File: src/hw/rtl/rco_pkg.sv
// Shared constants, types and control structs of the rod-cutting optimizer.
package rco_pkg;

    localparam int MAX_LEN       = 32;
    localparam int PRICE_BITS    = 16;
    localparam int IN_PRICE_BITS = 16;
    localparam int OUT_LEN_BITS  = 6;
    localparam int OUT_REV_BITS  = 21;

    localparam int IDX_BITS    = (MAX_LEN > 1) ? $clog2(MAX_LEN) : 1;
    localparam int LEN_BITS    = $clog2(MAX_LEN + 1);
    localparam int REV_BITS    = PRICE_BITS + $clog2(MAX_LEN);
    localparam int NUM_BANKS   = 2;
    localparam int BANK_BITS   = $clog2(NUM_BANKS);
    localparam int PADDR_BITS  = BANK_BITS + IDX_BITS;
    localparam int PRICE_DEPTH = NUM_BANKS * (1 << IDX_BITS);
    localparam int STORE_DEPTH = MAX_LEN + 1;
    localparam int QCNT_BITS   = $clog2(NUM_BANKS + 1);

    typedef logic [IN_PRICE_BITS-1:0] t_in_price;
    typedef logic [PRICE_BITS-1:0]    t_price;
    typedef logic [IDX_BITS-1:0]      t_idx;
    typedef logic [LEN_BITS-1:0]      t_len;
    typedef logic [REV_BITS-1:0]      t_rev;
    typedef logic [BANK_BITS-1:0]     t_bank;
    typedef logic [PADDR_BITS-1:0]    t_paddr;
    typedef logic [QCNT_BITS-1:0]     t_qcnt;
    typedef logic [OUT_LEN_BITS-1:0]  t_out_len;
    typedef logic [OUT_REV_BITS-1:0]  t_out_rev;

    // Price table write from the loader.
    typedef struct packed {
        logic   we;
        t_paddr addr;
        t_price data;
    } t_price_wr;

    // A finished table handed to the solver queue.
    typedef struct packed {
        logic valid;
        t_len len;
    } t_job_push;

    // Head of the job queue as seen by the solver.
    typedef struct packed {
        logic not_empty;
        t_len len;
    } t_job_head;

    // Solver handshake back toward the queue and the loader.
    typedef struct packed {
        logic pop;
        logic done;
    } t_solver_stat;

endpackage

File: src/hw/rtl/rco_in_if.sv
// Input channel: one price per transfer.
interface rco_in_if;
    import rco_pkg::*;

    logic      valid;
    logic      ready;
    t_in_price price;
    logic      last_price;

    modport source (output valid, output price, output last_price, input ready);
    modport sink   (input valid, input price, input last_price, output ready);
endinterface

File: src/hw/rtl/rco_out_if.sv
// Output channel: one piece of the optimal cutting per transfer.
interface rco_out_if;
    import rco_pkg::*;

    logic     valid;
    logic     ready;
    t_out_len piece_length;
    t_out_rev best_revenue;
    logic     last_piece;

    modport source (output valid, output piece_length, output best_revenue,
                    output last_piece, input ready);
    modport sink   (input valid, input piece_length, input best_revenue,
                    input last_piece, output ready);
endinterface

File: src/hw/rtl/rod_cutting_optimizer_top.sv
// Flow: after the last price of a table is taken, the solver computes the best revenue of each
// length i in turn, one compare per cycle, and then walks the cut table to emit the pieces.
// Each further piece is shown after the previous one is taken and the cut table is read again.
// Throughput: prices load one per cycle while one of the two price banks is free.
// Reset: synchronous, active low; it clears control state with no clearing pass.
// Top level of the rod-cutting optimizer.
module rod_cutting_optimizer_top (
    input  logic      i_clk,
    input  logic      i_rst_n,
    rco_in_if.sink    i_in,
    rco_out_if.source o_out
);
    import rco_pkg::*;

    // The loader writes prices into the bank it owns, while the solver reads the other bank.
    // Tables travel between them as lengths through a two-entry queue, so loading of the
    // next table overlaps the recurrence and the output of the current one.
    t_price_wr    w_price_wr;
    t_job_push    w_push;
    t_job_head    w_head;
    t_solver_stat w_stat;
    t_paddr       w_price_raddr;
    t_price       w_price_rdata;

    rco_loader u_loader (
        .i_clk      (i_clk),
        .i_rst_n    (i_rst_n),
        .i_in       (i_in),
        .i_stat     (w_stat),
        .o_price_wr (w_price_wr),
        .o_push     (w_push)
    );

    // Two banks of prices, one per table in flight.
    rco_ram #(.WIDTH(PRICE_BITS), .DEPTH(PRICE_DEPTH)) u_price_ram (
        .i_clk   (i_clk),
        .i_we    (w_price_wr.we),
        .i_waddr (w_price_wr.addr),
        .i_wdata (w_price_wr.data),
        .i_raddr (w_price_raddr),
        .o_rdata (w_price_rdata)
    );

    rco_job_queue u_queue (
        .i_clk   (i_clk),
        .i_rst_n (i_rst_n),
        .i_push  (w_push),
        .i_stat  (w_stat),
        .o_head  (w_head)
    );

    // The solver holds each piece in its output register until the transfer completes.
    rco_solver u_solver (
        .i_clk         (i_clk),
        .i_rst_n       (i_rst_n),
        .i_head        (w_head),
        .i_price_rdata (w_price_rdata),
        .o_price_raddr (w_price_raddr),
        .o_stat        (w_stat),
        .o_out         (o_out)
    );
endmodule

File: src/hw/rtl/rco_ram.sv
// Generic simple dual-port RAM with one write port and a registered read port.
module rco_ram #(
    parameter int WIDTH = 8,
    parameter int DEPTH = 32
) (
    input  logic                     i_clk,
    input  logic                     i_we,
    input  logic [$clog2(DEPTH)-1:0] i_waddr,
    input  logic [WIDTH-1:0]         i_wdata,
    input  logic [$clog2(DEPTH)-1:0] i_raddr,
    output logic [WIDTH-1:0]         o_rdata
);
    logic [WIDTH-1:0] r_mem [DEPTH];
    logic [WIDTH-1:0] r_rdata;

    always_ff @(posedge i_clk) begin
        if (i_we) begin
            r_mem[i_waddr] <= i_wdata;
        end
        r_rdata <= r_mem[i_raddr];
    end

    assign o_rdata = r_rdata;
endmodule

File: src/hw/rtl/rco_loader.sv
// Front end: accepts prices, fills one table bank and hands finished tables on.
module rco_loader (
    input  logic                  i_clk,
    input  logic                  i_rst_n,
    rco_in_if.sink                i_in,
    input  rco_pkg::t_solver_stat i_stat,
    output rco_pkg::t_price_wr    o_price_wr,
    output rco_pkg::t_job_push    o_push
);
    import rco_pkg::*;

    t_idx  r_cnt;
    t_bank r_wbank;
    t_qcnt r_jobs;
    t_idx  n_cnt;
    t_bank n_wbank;
    t_qcnt n_jobs;
    logic  w_accept;
    t_len  w_len;
    logic  w_end;

    // A bank is free while fewer tables than banks are pushed but not yet finished by the solver.
    assign i_in.ready = (r_jobs < t_qcnt'(NUM_BANKS));
    assign w_accept   = i_in.valid && i_in.ready;
    assign w_len      = t_len'(r_cnt) + t_len'(1);
    assign w_end      = i_in.last_price || (w_len == t_len'(MAX_LEN));

    assign o_price_wr.we   = w_accept;
    assign o_price_wr.addr = {r_wbank, r_cnt};
    assign o_price_wr.data = t_price'(i_in.price);
    assign o_push.valid    = w_accept && w_end;
    assign o_push.len      = w_len;

    always_comb begin
        n_cnt   = r_cnt;
        n_wbank = r_wbank;
        n_jobs  = r_jobs;
        if (w_accept) begin
            if (w_end) begin
                n_cnt   = '0;
                n_wbank = r_wbank + t_bank'(1);
            end else begin
                n_cnt = r_cnt + t_idx'(1);
            end
        end
        if (o_push.valid && !i_stat.done) begin
            n_jobs = r_jobs + t_qcnt'(1);
        end else if (!o_push.valid && i_stat.done) begin
            n_jobs = r_jobs - t_qcnt'(1);
        end
    end

    always_ff @(posedge i_clk) begin
        if (!i_rst_n) begin
            r_cnt   <= '0;
            r_wbank <= '0;
            r_jobs  <= '0;
        end else begin
            r_cnt   <= n_cnt;
            r_wbank <= n_wbank;
            r_jobs  <= n_jobs;
        end
    end

    a_jobs_bound: assert property (@(posedge i_clk) disable iff (!i_rst_n)
        r_jobs <= t_qcnt'(NUM_BANKS))
        else $error("more tables outstanding than price banks");
endmodule

File: src/hw/rtl/rco_job_queue.sv
// Short queue of table lengths between the loader and the solver.
module rco_job_queue (
    input  logic                  i_clk,
    input  logic                  i_rst_n,
    input  rco_pkg::t_job_push    i_push,
    input  rco_pkg::t_solver_stat i_stat,
    output rco_pkg::t_job_head    o_head
);
    import rco_pkg::*;

    t_len  r_mem [NUM_BANKS];
    t_bank r_wp;
    t_bank r_rp;
    t_qcnt r_cnt;

    assign o_head.not_empty = (r_cnt != '0);
    assign o_head.len       = r_mem[r_rp];

    always_ff @(posedge i_clk) begin
        if (i_push.valid) begin
            r_mem[r_wp] <= i_push.len;
        end
        if (!i_rst_n) begin
            r_wp  <= '0;
            r_rp  <= '0;
            r_cnt <= '0;
        end else begin
            if (i_push.valid) begin
                r_wp <= r_wp + t_bank'(1);
            end
            if (i_stat.pop) begin
                r_rp <= r_rp + t_bank'(1);
            end
            if (i_push.valid && !i_stat.pop) begin
                r_cnt <= r_cnt + t_qcnt'(1);
            end else if (!i_push.valid && i_stat.pop) begin
                r_cnt <= r_cnt - t_qcnt'(1);
            end
        end
    end

    a_no_overflow: assert property (@(posedge i_clk) disable iff (!i_rst_n)
        i_push.valid |-> (r_cnt < t_qcnt'(NUM_BANKS)))
        else $error("job queue written while full");

    a_no_underflow: assert property (@(posedge i_clk) disable iff (!i_rst_n)
        i_stat.pop |-> (r_cnt != '0))
        else $error("job queue read while empty");
endmodule

File: src/hw/rtl/rco_solver.sv
// Back end: runs the rod-cutting recurrence and walks the chosen cuts.
module rco_solver (
    input  logic                  i_clk,
    input  logic                  i_rst_n,
    input  rco_pkg::t_job_head    i_head,
    input  rco_pkg::t_price       i_price_rdata,
    output rco_pkg::t_paddr       o_price_raddr,
    output rco_pkg::t_solver_stat o_stat,
    rco_out_if.source             o_out
);
    import rco_pkg::*;

    typedef enum logic [2:0] {
        S_IDLE, S_INIT, S_ISSUE, S_WAIT, S_WRITE, S_TREAD, S_TOUT, S_EMIT
    } t_state;

    t_state r_state;
    t_len   r_n;
    t_len   r_i;
    t_len   r_j;
    t_len   r_dj;
    logic   r_dv;
    t_rev   r_best;
    t_len   r_cut;
    t_rev   r_total;
    t_len   r_rest;
    t_len   r_piece;
    logic   r_last;
    logic   r_out_valid;
    t_bank  r_rbank;

    logic   w_rev_we;
    t_len   w_rev_waddr;
    t_rev   w_rev_wdata;
    t_rev   w_rev_rdata;
    t_len   w_cut_rdata;
    t_rev   w_cand;
    t_len   w_cut_fix;

    assign w_rev_we    = (r_state == S_INIT) || (r_state == S_WRITE);
    assign w_rev_waddr = (r_state == S_INIT) ? '0 : r_i;
    assign w_rev_wdata = (r_state == S_INIT) ? '0 : r_best;

    rco_ram #(.WIDTH(REV_BITS), .DEPTH(STORE_DEPTH)) u_rev_ram (
        .i_clk   (i_clk),
        .i_we    (w_rev_we),
        .i_waddr (w_rev_waddr),
        .i_wdata (w_rev_wdata),
        .i_raddr (r_i - r_j),
        .o_rdata (w_rev_rdata)
    );

    rco_ram #(.WIDTH(LEN_BITS), .DEPTH(STORE_DEPTH)) u_cut_ram (
        .i_clk   (i_clk),
        .i_we    (r_state == S_WRITE),
        .i_waddr (r_i),
        .i_wdata (r_cut),
        .i_raddr (r_rest),
        .o_rdata (w_cut_rdata)
    );

    assign o_price_raddr = {r_rbank, t_idx'(r_j - t_len'(1))};
    assign w_cand        = t_rev'(i_price_rdata) + w_rev_rdata;
    assign w_cut_fix     = (w_cut_rdata == '0 || w_cut_rdata > r_rest) ? r_rest : w_cut_rdata;

    assign o_stat.pop  = (r_state == S_IDLE) && i_head.not_empty;
    assign o_stat.done = (r_state == S_EMIT) && o_out.ready && r_last;

    assign o_out.valid        = r_out_valid;
    assign o_out.piece_length = t_out_len'(r_piece);
    assign o_out.best_revenue = t_out_rev'(r_total);
    assign o_out.last_piece   = r_last;

    always_ff @(posedge i_clk) begin
        // Compare stage: one candidate cut per cycle, strict greater keeps the smaller cut.
        if (r_dv) begin
            if (r_dj == t_len'(1) || w_cand > r_best) begin
                r_best <= w_cand;
                r_cut  <= r_dj;
            end
        end
        r_dj <= r_j;
        if (!i_rst_n) begin
            r_state     <= S_IDLE;
            r_dv        <= 1'b0;
            r_out_valid <= 1'b0;
            r_rbank     <= '0;
        end else begin
            r_dv <= (r_state == S_ISSUE);
            case (r_state)
                S_IDLE: begin
                    if (i_head.not_empty) begin
                        r_n     <= i_head.len;
                        r_state <= S_INIT;
                    end
                end
                S_INIT: begin
                    r_i     <= t_len'(1);
                    r_j     <= t_len'(1);
                    r_state <= S_ISSUE;
                end
                S_ISSUE: begin
                    if (r_j == r_i) begin
                        r_state <= S_WAIT;
                    end else begin
                        r_j <= r_j + t_len'(1);
                    end
                end
                S_WAIT: begin
                    r_state <= S_WRITE;
                end
                S_WRITE: begin
                    if (r_i == r_n) begin
                        r_total <= r_best;
                        r_rest  <= r_n;
                        r_state <= S_TREAD;
                    end else begin
                        r_i     <= r_i + t_len'(1);
                        r_j     <= t_len'(1);
                        r_state <= S_ISSUE;
                    end
                end
                S_TREAD: begin
                    r_state <= S_TOUT;
                end
                S_TOUT: begin
                    r_piece     <= w_cut_fix;
                    r_last      <= (w_cut_fix == r_rest);
                    r_rest      <= r_rest - w_cut_fix;
                    r_out_valid <= 1'b1;
                    r_state     <= S_EMIT;
                end
                S_EMIT: begin
                    if (o_out.ready) begin
                        r_out_valid <= 1'b0;
                        if (r_last) begin
                            r_rbank <= r_rbank + t_bank'(1);
                            r_state <= S_IDLE;
                        end else begin
                            r_state <= S_TREAD;
                        end
                    end
                end
                default: begin
                    r_state <= S_IDLE;
                end
            endcase
        end
    end

    a_cut_range: assert property (@(posedge i_clk) disable iff (!i_rst_n)
        (r_state == S_WRITE) |-> (r_cut != '0 && r_cut <= r_i))
        else $error("first cut outside one to current length");

    a_valid_in_emit: assert property (@(posedge i_clk) disable iff (!i_rst_n)
        r_out_valid |-> (r_state == S_EMIT))
        else $error("result shown outside the emit state");
endmodule
File: src/flat_wrapper.sv
// flat-port wrapper written by rule: the top's interface ports become plain ports
module rod_cutting_optimizer_top_flat import rco_pkg::*;
  (i_clk, i_rst_n, i_in_valid, i_in_price, i_in_last_price, i_in_ready, o_out_valid, o_out_piece_length, o_out_best_revenue, o_out_last_piece, o_out_ready);
  rco_in_if i_in_i ();
  rco_out_if o_out_i ();
  input  logic i_clk;
  input  logic i_rst_n;
  input wire logic [$bits(i_in_i.valid)-1:0] i_in_valid;
  input wire logic [$bits(i_in_i.price)-1:0] i_in_price;
  input wire logic [$bits(i_in_i.last_price)-1:0] i_in_last_price;
  output wire logic [$bits(i_in_i.ready)-1:0] i_in_ready;
  output wire logic [$bits(o_out_i.valid)-1:0] o_out_valid;
  output wire logic [$bits(o_out_i.piece_length)-1:0] o_out_piece_length;
  output wire logic [$bits(o_out_i.best_revenue)-1:0] o_out_best_revenue;
  output wire logic [$bits(o_out_i.last_piece)-1:0] o_out_last_piece;
  input wire logic [$bits(o_out_i.ready)-1:0] o_out_ready;
  assign i_in_i.valid = i_in_valid;
  assign i_in_i.price = i_in_price;
  assign i_in_i.last_price = i_in_last_price;
  assign i_in_ready = i_in_i.ready;
  assign o_out_valid = o_out_i.valid;
  assign o_out_piece_length = o_out_i.piece_length;
  assign o_out_best_revenue = o_out_i.best_revenue;
  assign o_out_last_piece = o_out_i.last_piece;
  assign o_out_i.ready = o_out_ready;
  rod_cutting_optimizer_top u_core (.i_clk(i_clk), .i_rst_n(i_rst_n), .i_in(i_in_i), .o_out(o_out_i));
endmodule
File: config.mk
export PLATFORM = sky130hd
export DESIGN_NAME = rod_cutting_optimizer_top_flat
export DESIGN_NICKNAME = d
export VERILOG_FILES = /design/src/hw/rtl/rco_pkg.sv /design/src/hw/rtl/rco_in_if.sv /design/src/hw/rtl/rco_out_if.sv /design/src/hw/rtl/rod_cutting_optimizer_top.sv /design/src/hw/rtl/rco_ram.sv /design/src/hw/rtl/rco_loader.sv /design/src/hw/rtl/rco_job_queue.sv /design/src/hw/rtl/rco_solver.sv /design/src/flat_wrapper.sv
export SDC_FILE = /design/constraint.sdc
export NUM_CORES = 2
export LEC_CHECK = 0
export BUFFER_PORTS_ARGS = -buffer_cell sky130_fd_sc_hd__buf_2
export CORE_ASPECT_RATIO = 0.75
export CORE_UTILIZATION = 40
export DETAILED_ROUTE_END_ITERATION = 16
export PLACE_DENSITY = 0.57
export SLEW_MARGIN = 40
export SYNTH_ARGS = -nofsm -noshare
export SYNTH_HDL_FRONTEND = slang
export SYNTH_HIERARCHICAL = 1
export SYNTH_SLANG_ARGS = --single-unit
File: constraint.sdc
create_clock -name i_clk -period 5.2 [get_ports i_clk]
set_input_delay 1.04 -clock i_clk [delete_from_list [all_inputs] [get_ports i_clk]]
set_output_delay 1.04 -clock i_clk [all_outputs]
set_load 0.01 [all_outputs]
Word-level counts from Yosys, hierarchy flattened
Memories as Yosys holds them, arrays and structs flattened. A register that Yosys moved wholly into a read port is not among the register bits.
Cells that the tools add are included.
{"block": "totals", "register_bits": 97, "ramBits": 1927, "elab_cells": 127, "in_bits": 21, "n_memories": 4}
{"memory": "u_core.u_price_ram.r_mem", "depth": 64, "word_bits": 16, "read_ports": 1, "rd_clocked_by_memory_dff": 1, "wr": 1, "line": "rco_ram.sv:13", "text": "logic [WIDTH-1:0] r_mem [DEPTH];"}
{"memory": "u_core.u_solver.u_rev_ram.r_mem", "depth": 33, "word_bits": 21, "read_ports": 1, "rd_clocked_by_memory_dff": 1, "wr": 1, "line": "rco_ram.sv:13"}
{"memory": "u_core.u_solver.u_cut_ram.r_mem", "depth": 33, "word_bits": 6, "read_ports": 1, "rd_clocked_by_memory_dff": 1, "wr": 1, "line": "rco_ram.sv:13"}
{"memory": "u_core.u_queue.r_mem", "depth": 2, "word_bits": 6, "read_ports": 1, "rd_clocked_by_memory_dff": 1, "wr": 1, "line": "rco_job_queue.sv:11", "text": "t_len r_mem [NUM_BANKS];"}
{"block": "classes", "n_lt_le_gt_ge": 3, "addsub": 16, "n_mux": 31, "reduce_logical": 36, "n_eq_ne": 18}
{"op": "$mux 6", "n": 6}
{"op": "$pmux 3 s8", "n": 1}
{"op": "$pmux 6 s2", "n": 2}
{"op": "$add 16x21->21", "n": 1}
{"op": "$gt 21x21->1", "n": 1}
{"op": "$mux 21", "n": 1}
{"op": "$eq 6x6->1", "n": 3}
{"op": "$pmux 6 s3", "n": 1}
{"op": "$reduce_and 3->1", "n": 6}
{"op": "$mux 3", "n": 5}
{"op": "$add 6x1->6 const B", "n": 2}
{"op": "$eq 3x3->1 const B", "n": 4}
{"op": "$reduce_bool 2->1", "n": 6}
{"op": "$sub 6x6->6", "n": 2}
{"op": "$ne 2x2->1 const B", "n": 5}
{"op": "$logic_and 1x1->1", "n": 9}
{"op": "$mux 1", "n": 9}
{"op": "$mux 2", "n": 4}
{"op": "$reduce_and 2->1", "n": 4}
{"op": "$add 5x1->6 const B", "n": 1}
{"op": "$eq 3x2->1 const B", "n": 2}
{"op": "$eq 6x1->1 const B", "n": 1}
{"op": "$eq 6x6->1 const B", "n": 1}
{"op": "$gt 6x6->1", "n": 1}
{"op": "16 further kinds", "n": 26}

Logic depth before layout (Yosys ltp)
{"block": "depth", "ltp_word": 8, "ltp_mapped": 15, "depth_no_buf": 15}

Cells and area by module
Netlist, hierarchy kept.
{"mod": "rco_ram at u_core.u_price_ram", "cells_per_inst": 1829, "n_inst": 1, "area_per_inst_um2": 40042.2, "seq_area_each_um2": 31069.8}
{"mod": "rco_ram at u_core.u_solver.u_rev_ram", "cells_per_inst": 1468, "n_inst": 1, "area_per_inst_um2": 27756.6, "seq_area_each_um2": 21230.4}
{"mod": "rco_ram at u_core.u_solver.u_cut_ram", "cells_per_inst": 458, "n_inst": 1, "area_per_inst_um2": 8160.3, "seq_area_each_um2": 6065.8}
{"mod": "rco_solver", "cells_per_inst": 516, "n_inst": 1, "area_per_inst_um2": 5495.3, "seq_area_each_um2": 2612.5}
{"mod": "rco_job_queue", "cells_per_inst": 40, "n_inst": 1, "area_per_inst_um2": 645.6, "seq_area_each_um2": 460.4}
{"mod": "rco_loader", "cells_per_inst": 74, "n_inst": 1, "area_per_inst_um2": 629.4, "seq_area_each_um2": 160.2}

Worst setup path after synthesis
Ideal clock, no wire load.
{"block": "synth_timing", "path_type": "register to register", "from": "reg u_core.u_price_ram.r_rdata[0] (netlist: u_core/u_price_ram/o_rdata[0]) (read register of u_core.u_price_ram.r_mem)", "to": "reg u_core.u_solver.r_best[0] (enable)", "arrival_time_ps": 3338, "t_required_ps": 4818, "stages_incl_launch_ff": 15, "path_slack_ps": 1481, "setup_time_ps": 382, "period_less_slack_ps": 3719, "path_cell_list": "dfxtp_1 ha_1 inv_1 fa_1 nand2b_1 a21oi_2 o2111ai_1 a31oi_1 o2111ai_1 xnor2_1 ha_1 nand4_1 or2_2 a31oi_1 o211a_1"}
{"block": "synth_via", "elab_chain_len": 4}
{"item": "start: declaration", "line": "rco_ram.sv:14", "text": "logic [WIDTH-1:0] r_rdata;"}
{"item": "$add 16x21->21", "line": "rco_solver.sv:63", "text": "assign w_cand = t_rev'(i_price_rdata) + w_rev_rdata;"}
{"item": "net u_core.u_solver.w_cand[20]", "line": "rco_solver.sv:37", "text": "t_rev w_cand;"}
{"item": "$gt 21x21->1", "line": "rco_solver.sv:77", "text": "if (r_dj == t_len'(1) || w_cand > r_best) begin"}
{"item": "$logic_or 1x1->1", "line": "rco_solver.sv:77"}
{"item": "$reduce_and 2->1 (no source line)"}
{"item": "end signal: assignment", "line": "rco_solver.sv:78", "text": "r_best <= w_cand;"}
{"item": "end: declaration", "line": "rco_solver.sv:23", "text": "t_rev r_best;"}
The timed path passes the listed nets, and every way through them passes these cells.
A chain may end at the register's enable or synchronous reset.

Worst setup path in the final report
{"block": "layout_timing", "from": "reg u_core.u_solver.r_i[0]", "to": "reg u_core.u_solver.u_rev_ram.r_rdata[10] (netlist: u_core/u_solver/u_rev_ram/o_rdata[10]) (read register of u_core.u_solver.u_rev_ram.r_mem)"}
{"block": "layout_via", "elab_chain_len": 1}
{"item": "start: declaration", "line": "rco_solver.sv:19", "text": "t_len r_i;"}
{"item": "start signal: assignment", "line": "rco_solver.sv:98", "text": "r_i <= t_len'(1);"}
{"item": "start signal: assignment", "line": "rco_solver.sv:118", "text": "r_i <= r_i + t_len'(1);"}
{"item": "$sub 6x6->6", "line": "rco_solver.sv:49", "text": ".i_raddr (r_i - r_j),"}
{"item": "end: declaration", "line": "rco_ram.sv:14"}
Every way passes these cells.

==> results_dict.tcl <==
set metrics [dict create \
    synth-main-ff-cell "edfxtp_1" \
    worst_pin_slew_ns 0.910 \
    status "finished, final reports clean" \
    netlist_instances 4385 \
    nFillCells 17400 \
    cp_data_required_time_ns 5.83 \
    fin_util_pct 45.5 \
    syn_nets 4468 \
    netlist_area_mm2 0.0827 \
    cp_max_fo 13 \
    clockBufferDepth 3 \
    layout_commonest_cell "edfxtp_1" \
    hp-class "register to register" \
    cts_tree "yes" \
    multi_input_comb_area_mm2 0.0195 \
    p_leak_nw 30.6 \
    core_area_mm2 0.205 \
    antenna_found_initial 23 \
    wl_mm 209 \
    vias 42300 \
    slew-limit-headroom_pct 39.1 \
    synthArstFlopShare_pct 0 \
    drcViolationCount 0 \
    h-tree-depth 4 \
    cts_resized 0 \
    clock-skew-final_ns 0.0727 \
    crit_path_start_kind "register" \
    hold_buffers 0 \
    yosysUniqueCellTypes 83 \
    yosysTopAreaCell "edfxtp_1" \
    io_buffers 50 \
    start_util_pct 40.3 \
    grt_max_degree 80 \
    clk_latency_ns 0.85 \
    regArea_mm2 0.0616 \
    avgRoutedWirePerCell_um 27.9 \
    chipWidth_um 527 \
    dieArea_mm2 0.209 \
    routed-wl-met2_mm 88.3 \
    fp-row-count 144 \
    met1_length_mm 98.3 \
    reg2regPathDepth 11 \
    synth-edff-count 2006 \
    arrival_ns 4.90 \
    fin_crit_sh_pct 82.1 \
    grt_pass1_vias 40200 \
    dpl_worst_slack_ns 0.954 \
    mostFrequentLayoutCells "edfxtp_1 (2006), mux2i_1 (522), mux4_2 (220), clkbuf_16 (203), buf_4 (193)" \
    die_h_um 396 \
    via_per_inst 5.64 \
    layout-drive-gt1-share_pct 20.5 \
    ys_seq_area_share_pct 74.5 \
    synth.top_cells.by_area "edfxtp_1 (73%), mux2i_1 (6.3%), mux4_2 (6.0%), dfxtp_1 (1.6%), a22oi_1 (1.4%)" \
    io_pins 51 \
    drv_slew 0 \
    synth_top_area_share_pct 72.8 \
    min_path_cells 0 \
    powerDensity_mw_per_mm2 492 \
    maxCapViolations 0 \
    critPathKind "register to register" \
    postRouteAntennaNets 0 \
    cts-root-buf "clkbuf_16" \
    tns_ns 0 \
    track_usage_pct 19.8 \
    ys_warn_count 6 \
    path_clk_slew_ns 0.06 \
    endpoint_kind "register" \
    rsz0062_at_grt "false" \
    routed.top_layer "met5" \
    grt.overflow.total 0 \
    clock_sinks 2074 \
    drtIter0Drc 5232 \
    finalSetupViolations 0 \
    syn_avg_cell_area_um2 18.9 \
    layout_min_cycle_time_ns 4.27 \
    syn_to_final_growth_pct 13.0 \
    cts_setup_buffers 0 \
    fin_ws_ns 0.930 \
    met3WireLength_mm 19.0 \
    ir_drop_mv 0.363 \
    drtPass1Iterations 6 \
    grt_pass1_wl_mm 298 \
    synth-seq-cells 2074 \
    cts_inserted_buffers 203 \
    gp_congestion 0.883 \
    hold_viol 0 \
    fmax_mhz 234 \
    dpl.hpwl_mm 129 \
    num-nets-final 4700 \
]
where the power goes:
group / switching (mW) / internal [mW] / total (mW)
Sequential: 0.301 / 19.4 / 19.7
Combinational: 7.89 / 4.09 / 12.0
Clock: 6.37 / 7.98 / 14.3
worst max-delay path: stages, from the launching register on:
cell,delay (ns)
edfxtp_1,0.61
inv_1,0.15
ha_1,0.26
fa_1,0.41
inv_1,0.08
a21o_1,0.11
a21oi_1,0.07
xnor2_1,0.53
nand2b_1,0.59
buf_4,0.30
o22ai_1,0.19
o41ai_2,0.78
cell usage after synthesis, types with 7 or more instances:
library cell  count
edfxtp_1       2006
mux2i_1         522
mux4_2          220
nor2_1          200
a22oi_1         149
nand2_1         131
a21oi_1          99
dfxtp_1          68
clkbuf_1         67
inv_1            61
a22o_1           60
ha_1             59
buf_4            58
buf_2            49
nor2b_1          49
nand3_1          44
a221oi_2         41
buf_6            32
a221oi_1         30
xnor2_1          30
o22ai_1          28
mux2_2           27
o41ai_2          27
xor2_1           25
o21ai_0          24
nand4_1          21
buf_1            17
a21o_1           16
a31oi_1          14
nand3b_1         14
a211oi_1         11
nand2b_1         11
and2_1           10
buf_12           10
a211o_1           9
o21ai_1           9
a311oi_1          8
buf_8             8
nor3_1            8
and3_1            7
mux2_1            7
o21a_1            7
area by class of cell:
cell class              instances  share of cell area, %
diodes                          4                 0.0107
clock buffers                 264                   5.74
clock inverters               111                   1.19
inverters                      62                  0.270
multi-input cells            2004                   20.8
flip-flops and latches       2074                   65.9
well taps                    2701                   3.62
repair buffers                272                   2.42
cells by family after synthesis:
family                   Yosys count  synth area share, %
flip-flops                      2074                 74.5
multiplexers                     780                 12.9
AO/OA/AOI/OAI                    567                 5.60
AND/OR/NAND/NOR                  540                 3.16
buffers and inverters            307                 2.34
adder cells (fa/ha/maj)           62                0.965
XOR/XNOR                          55                0.582
per-stage QoR:
step           hold WS (ns)  cells  instance area, um^2  power [mW]
5_1_grt               0.422   7489                93500        47.7
3_5_place_dp          0.397   7111                86900        31.9
6_report              0.414   7492                93500        46.0
3_3_place_gp          0.401   7102                86700        31.8
4_1_cts               0.412   7486                93400        46.3
2_1_floorplan         0.346   4385                82700        27.3
worst paths after layout:
check                                                                      to  slack (ns)                                 start
worst min-delay path                          u_core/u_solver/r_dj[4]$_DFF_P_        0.41  u_core/u_solver/r_j[4]$_SDFFCE_PN0P_
worst max register to register  u_core/u_solver/u_rev_ram/o_rdata[10]$_DFF_P_        0.93  u_core/u_solver/r_i[0]$_SDFFCE_PN1P_
worst min register to register                u_core/u_solver/r_dj[4]$_DFF_P_        0.41  u_core/u_solver/r_j[4]$_SDFFCE_PN0P_
worst max-delay path            u_core/u_solver/u_rev_ram/o_rdata[10]$_DFF_P_        0.93  u_core/u_solver/r_i[0]$_SDFFCE_PN1P_
sequential cells by signal, summed over array words and instances, names as in the netlist, 12 cells and up, named ones only:
signal,count
u_core/u_queue/r_mem,12
u_core/u_solver/o_out.best_revenue,21
u_core/u_solver/r_best,21
u_core/u_price_ram/o_rdata,16
u_core/u_price_ram/r_mem,1024
u_core/u_solver/u_cut_ram/r_mem,198
u_core/u_solver/u_rev_ram/r_mem,693
u_core/u_solver/u_rev_ram/o_rdata,21
metal layers:
layer | track usage (%) | up-vias
met5 | 0 | -
met4 | 4.02 | 8
met3 | 4.73 | 242
met2 | 27.5 | 1607
met1 | 31.3 | 22200
li1 | - | 18200
No activity file was read; power rests on OpenSTA's default activity.
